**config.mk**
```make
export PLATFORM = sky130hd
export DESIGN_NAME = srv_sqrt
export DESIGN_NICKNAME = d
export VERILOG_FILES = /design/src/sv/srv_sqrt.sv
export SDC_FILE = /design/constraint.sdc
export NUM_CORES = 2
export LEC_CHECK = 0
export BUFFER_PORTS_ARGS = -buffer_cell sky130_fd_sc_hd__buf_4
export CAP_MARGIN = 20
export CORE_UTILIZATION = 58
export DETAILED_ROUTE_END_ITERATION = 8
export PLACE_DENSITY = 0.74
export SLEW_MARGIN = 5
export SYNTH_ARGS = -nofsm -noshare
export SYNTH_HDL_FRONTEND = slang
export SYNTH_SLANG_ARGS = --single-unit
```
**constraint.sdc**
```tcl
create_clock -name clk -period 6.6 [get_ports clk]
set_clock_uncertainty 0.05 [all_clocks]
set_input_delay 0.99 -clock clk [delete_from_list [all_inputs] [get_ports clk]]
set_output_delay 0.99 -clock clk [all_outputs]
set_load 0.02 [all_outputs]
```
**src/sv/srv_sqrt.sv**
```systemverilog
`timescale 1ns / 1ps
// ----------------------------------------------------------------------------
// srv_sqrt
// Pipelined integer square root, one result bit per stage, with sideband.
// ----------------------------------------------------------------------------
module srv_sqrt #(
  parameter int IN_W   = 62,
  parameter int SIDE_W = 1
) (
  input  logic                clk,
  input  logic                rst,
  input  logic                in_valid,
  input  logic [IN_W-1:0]     radicand,
  input  logic [SIDE_W-1:0]   in_side,
  output logic                out_valid,
  output logic [IN_W/2-1:0]   root,
  output logic [SIDE_W-1:0]   out_side
);

  localparam int STEPS = IN_W / 2;
  localparam int RW    = STEPS + 3;

  logic [RW-1:0]     rem_q  [STEPS];
  logic [STEPS-1:0]  root_q [STEPS];
  logic [IN_W-1:0]   rad_q  [STEPS];
  logic              vld_q  [STEPS];
  logic [SIDE_W-1:0] side_q [STEPS];

  for (genvar k = 0; k < STEPS; k++) begin : g_step
    logic [RW-1:0]     rem_in;
    logic [STEPS-1:0]  root_in;
    logic [IN_W-1:0]   rad_in;
    logic              vld_in;
    logic [SIDE_W-1:0] side_in;
    logic [RW-1:0]     cur;
    logic [RW-1:0]     trial;

    if (k == 0) begin : g_first
      assign rem_in  = '0;
      assign root_in = '0;
      assign rad_in  = radicand;
      assign vld_in  = in_valid;
      assign side_in = in_side;
    end else begin : g_next
      assign rem_in  = rem_q[k-1];
      assign root_in = root_q[k-1];
      assign rad_in  = rad_q[k-1];
      assign vld_in  = vld_q[k-1];
      assign side_in = side_q[k-1];
    end

    // bring down the next two radicand bits and try the next root bit
    assign cur   = {rem_in[RW-3:0], rad_in[IN_W-1 -: 2]};
    assign trial = RW'({root_in, 2'b01});

    always_ff @(posedge clk) begin
      if (rst) begin
        vld_q[k] <= 1'b0;
      end else begin
        vld_q[k] <= vld_in;
      end
      if (cur >= trial) begin
        rem_q[k]  <= cur - trial;
        root_q[k] <= {root_in[STEPS-2:0], 1'b1};
      end else begin
        rem_q[k]  <= cur;
        root_q[k] <= {root_in[STEPS-2:0], 1'b0};
      end
      rad_q[k]  <= {rad_in[IN_W-3:0], 2'b00};
      side_q[k] <= side_in;
    end
  end

  assign out_valid = vld_q[STEPS-1];
  assign root      = root_q[STEPS-1];
  assign out_side  = side_q[STEPS-1];

endmodule

```
# After elaboration in Yosys (flattened, before gate mapping)

Memories as Yosys holds them, arrays and structs flattened.
Index checks and enable logic that the tools add are counted.

Logic and storage cells: 349
Input bits: 66
Output and inout bits: 33
Memories kept: 5
Register bits after elaboration: 0
RAM bits: 3937

Mux-type cells: 189
Add/sub/neg operators: 31
$lt $le $gt $ge: 31
Bitwise operators: 93

Memory list:

| memory | depth | bits a word | read ports | clocked after memory_dff | write ports | line | text |
|---|---|---|---|---|---|---|---|
| rad_q  | 31    | 60          | 30         | 0                        | 31          | 25   | `logic [IN_W-1:0] rad_q [STEPS];` |
| rem_q  | 31    | 34          | 30         | 0                        | 31          | 23   | `logic [RW-1:0] rem_q [STEPS];` |
| root_q | 31    | 31          | 31         | 0                        | 31          | 24   | `logic [STEPS-1:0] root_q [STEPS];` |
| side_q | 31    | 1           | 31         | 0                        | 31          | 27   | `logic [SIDE_W-1:0] side_q [STEPS];` |
| vld_q  | 31    | 1           | 31         | 0                        | 31          | 26   | `logic vld_q [STEPS];` |

Operators by type and width:

| kind                  | count |
|---|---|
| $mux W34              | 31 |
| $ge A34 B33 Y1        | 30 |
| $sub A34 B33 Y34      | 30 |
| $mux W31              | 31 |
| $mux W1               | 127 |
| $or A1 B1 Y1          | 93 |
| $sub A2 B1 Y3 const B | 1 |
| $ge A2 B1 Y1 const B  | 1 |

# Longest topological paths before layout

An unclocked memory read counts as a cell.

Depth in word-level cells: 5
Gate-level depth with buffers: 15
Depth with buffers taken out: 13

# Least setup slack after synthesis

OpenSTA, ideal clock, no wires.

Path kind: register to register
From: mem root_q[1][372] in the netlist's numbering
To: mem rem_q[7][63] in the netlist's numbering
Arrival time: 3.045 ns
Setup time: 0.121 ns
Setup slack: 3.384 ns
Data required time: 6.429 ns
Period minus slack after synthesis: 3.216 ns
Cell stages (with the launch flop): 13
Buffers on the path: 1
Path through: dfxtp_1 inv_1 ha_1 nor2b_1 o31a_1 o31a_1 o31a_1 a2111oi_4 o31ai_2 a311oi_2 o21bai_2 buf_2 mux2_4

RTL lines:

| item               | line |
|---|---|
| start: declaration | 24 |
| end: declaration   | 23 |

==> parameters.txt <==
Parameter                              Value

Run status
  Run status ... finished clean

Synthesis
  Fraction of synthesized area in multiplexers ... 0.9986%
  Number of synthesized flops with an enable pin ... 0
  Post-Synthesis Cell Area ... 85830 um^2
  Post-synthesis sequential area ratio ... 56.00%
  Most used flip-flop cell after synthesis ... dfxtp_1
  Compound-Gate Fraction of Synth Area ... 11.98%
  Xor/xnor cell area share of the yosys netlist ... 7.796%
  Combinational family with the most area after synthesis ... compound AO/OA/AOI/OAI gates
  Per-instance average area after synthesis ... 10.32 um^2
  Share of async-settable or async-resettable flops after synthesis ... 0%
  Distinct cell type count of the synthesized netlist ... 94
  Flip-flop and latch count after synthesis ... 2401
  Post-Synthesis Cells ... 8319
  Warning count from the yosys run ... 0
  Arithmetic-cell share of the synthesized area counting full adders, half adders and majority gates ... 7.697%
  Post-Synthesis Net Count ... 8913
  Simple-Gate Fraction of Synth Area ... 11.96%

STA
  Final cycle utilization of the critical path ... 60.86%
  RSZ-0062 raised after global routing ... no
  Slew of the pin with the lowest slew margin ... 1.043 ns
  Final total negative setup slack ... 0 ns
  PnR worst setup slack ... 2.583 ns
  # setup viols final ... 0
  Count of pins over their slew limit ... 0
  Worst hold margin ... 0.1976 ns
  Worst slew margin relative to its limit ... 29.81%
  Post-layout min period ... 4.017 ns
  Upper clock frequency limit ... 0.2490 GHz
  Endpoints failing hold ... 0

Run
  MaxCap Viol Count ... 0

Clocking
  Post-CTS Hold Buffers ... 0
  Later-pin clock latency in the skew report ... 0.84 ns
  Buffer cell driving the clock tree root ... clkbuf_16
  Clock sink total ... 2401
  CTS Buf Count ... 222
  Number of H-tree levels ... 4
  Maximum number of buffers from clock root to sink ... 3
  Register clock-pin slew on the reported worst setup and hold paths ... 0.06 ns
  Resized Gates After CTS ... 0
  TritonCTS clock tree ... yes
  Post-CTS setup buffer count ... 0

GRT
  Antenna violations before repair ... 2
  Remaining global-route overflow ... 0
  Overall global routing resource usage ... 22.84%
  Vias in the first global route ... 56250
  Largest net degree at the start of global routing ... 60
  First-pass GRT wire length ... 281000 um

Cells and area
  Fill count ... 11320
  Synthesis-to-finish area growth ... 12.66%
  Share of layout cells above drive strength 1 ... 7.315%
  Number of standard cells in the layout, taps in and fillers out ... 10630
  Final #Nets ... 9111

Worst setup path
  Data required time at the worst endpoint ... 7.26 ns
  Maximum fanout along the worst path ... 23
  Crit path DAT ... 4.68 ns
  Crit path top cell by count ... nand3_1
  Cells along the critical path ... inv_1 > ha_1 > nor2b_1 > o21ai_1 > a21boi_0 > or4_1 > a41o_1 > a211oi_1 > nand3_1 > nand3_1 > nor3_1 > xor2_1
  Delay of the slowest cell on the worst path ... 0.74 ns
  Startpoint Class ... register
  Capturing element type of the critical path ... register
  Worst path slowest cell ... nand3_1
  Crit Path Category ... register to register

Floorplan
  Core Rows ... 140
  I/O pin count ... 99
  Chip width ... 386.7 um
  Die Height ... 386.7 um
  Area of the core region ... 146300 um^2
  DIE AREA ... 149500 um^2
  Initial core utilization ... 58.68%

Pwr
  Max IR drop VDD ... 0.0002778 V
  Pwr Density ... 397.8 nW/um^2
  LEAKAGE ... 0.04564 uW

Routing
  Total via count in the routed design ... 56900
  Average via count per standard cell ... 5.354
  DRC violation count after routing ... 0
  Pre-Repair DR Iteration Count ... 7
  Routed wire length ... 173200 um
  Number of nets with antenna violations after routing ... 0
  Final routed wire length divided by cell count ... 16.30 um
  Iteration-0 DRC count of the detailed router ... 2929

Placement
  HPWL after DPL ... 128600 um
  Worst-case setup slack after placement ... 2.679 ns
  Number of I/O port buffers ... 98
  Cells after DPL ... 10210
  Placer congestion estimate ... 0.9143

Min path
  Class of the most critical hold timing path ... input pin to register
-- critical path, delay by kind of cell, from the launching register on --
kind | cells | cell delay (ns)
AO/OA/AOI/OAI | 4 | 0.97
XOR/XNOR | 1 | 0.15
adder cells (fa/ha/maj) | 1 | 0.33
buffers and inverters | 1 | 0.05
flip-flops | 1 | 0.35
AND/OR/NAND/NOR | 5 | 1.97
-- cell type report --
class                   count  area, um^2  area share [%]
well taps                1917        2399           2.480
repair buffers            118       899.6          0.9303
multi-input cells        5111       34760           35.95
clock buffers             296        6274           6.488
flip-flops and latches   2401       48070           49.71
diodes                      1       2.502        0.002588
inverters                 663        2489           2.574
clock inverters           119        1807           1.868
-- power breakdown --
group	switching (uW)	internal, uW
combinational	3320	2790
sequential	1840	16900
clock	5540	8110
total	10700	27800
-- cell families (layout without fill, tap and decap cells) --
kind of cell	after synthesis	count (layout)
flops	2401	2401
other cells	1	2
fa+ha+maj	528	528
buf+inv	807	1196
mux	74	74
simple gates	2081	2081
compound gates	1663	1663
xor+xnor	764	764
-- flip-flops by register name, indices dropped and copies added (netlist names) --
register and count:
rad_q 930, root_q 496, vld_q 31, side_q 31, rem_q 913
-- layout by cell type (no fill, tap or decap), types with 18 or more instances in the layout --
| master | count |
|---|---|
| and3_1 | 36 |
| nand3_1 | 89 |
| o211ai_1 | 24 |
| a21oi_1 | 501 |
| nor2_1 | 498 |
| nand4b_1 | 18 |
| or4_1 | 43 |
| nand2b_1 | 109 |
| ha_1 | 528 |
| clkinv_2 | 46 |
| o21bai_1 | 39 |
| nand4_1 | 83 |
| buf_4 | 115 |
| xnor2_1 | 380 |
| o21a_1 | 92 |
| a211oi_1 | 48 |
| nand3b_1 | 20 |
| o21ai_0 | 461 |
| xor2_1 | 384 |
| nor2b_1 | 104 |
| inv_1 | 661 |
| dfxtp_1 | 2401 |
| mux2_2 | 52 |
| or3_1 | 79 |
| clkbuf_1 | 30 |
| a21boi_0 | 21 |
| or2_2 | 31 |
| bufinv_16 | 35 |
| a31oi_1 | 50 |
| a211o_1 | 21 |
| o31ai_1 | 44 |
| a21o_1 | 203 |
| nor4_1 | 105 |
| nor3_1 | 193 |
| and2_1 | 27 |
| nand2_1 | 584 |
| clkbuf_16 | 222 |
| clkbuf_8 | 44 |
-- Yosys cell counts, types with 10 or more instances --
library cell	n	area share, %
a2111oi_0	11	0.11
a211o_1	21	0.21
a211oi_1	48	0.42
a21boi_0	21	0.18
a21o_1	203	1.8
a21oi_1	502	2.9
a31oi_1	50	0.36
a41oi_1	12	0.12
and2_1	27	0.20
and3_1	36	0.26
and4_1	11	0.11
buf_1	13	0.057
buf_2	15	0.087
clkbuf_1	114	0.50
dfxtp_1	2401	56
ha_1	528	7.7
inv_1	661	2.9
mux2_2	52	0.68
mux2_4	10	0.17
mux2i_1	11	0.13
nand2_1	584	2.6
nand2b_1	109	0.79
nand3_1	89	0.52
nand3b_1	20	0.17
nand4_1	83	0.60
nand4b_1	18	0.18
nor2_1	498	2.2
nor2b_1	104	0.76
nor3_1	193	1.1
nor4_1	105	0.77
nor4b_1	13	0.13
o2111ai_1	12	0.12
o211ai_1	24	0.21
o21a_1	92	0.80
o21ai_0	461	2.7
o21ai_1	14	0.082
o21bai_1	39	0.34
o31a_1	11	0.11
o31ai_1	44	0.38
o41ai_1	12	0.12
or2_2	31	0.23
or3_1	79	0.58
or4_1	43	0.38
xnor2_1	380	3.9
xor2_1	384	3.9
-- layer usage --
layer / part of all wire, % / GRT usage [%] / routed length, um
met1: 43 / 27.38 / 74000
met2: 49 / 40.70 / 85700
met3: 3.9 / 3.234 / 6673
met4: 3.9 / 9.699 / 6806
met5: 0 / 0 / 0
-- metrics by stage --
| step | power, uW | util [%] | area [um^2] |
|---|---|---|---|
| 4_1_cts | 38760 | 66.10 | 96680 |
| 6_report | 38470 | 66.11 | 96700 |
| 2_1_floorplan | 23120 | - | 85830 |
| 3_5_place_dp | 25030 | 60.57 | 88600 |
| 3_3_place_gp | 24880 | 60.56 | 88580 |
| 5_1_grt | 40360 | 66.11 | 96690 |
-- path summary, 6_finish.rpt --
path / startpoint / to / slack, ns / cells past startpoint
hold / removal: radicand[44] / rad_q[0][44] / 0.20 / 1
setup reg to reg: root_q[0][341] / rem_q[3][24] / 2.58 / 12
hold reg to reg: rad_q[0][499] / rad_q[0][561] / 0.26 / 0
setup / recovery: root_q[0][341] / rem_q[3][24] / 2.58 / 12
(Power assumes the default switching activity.)
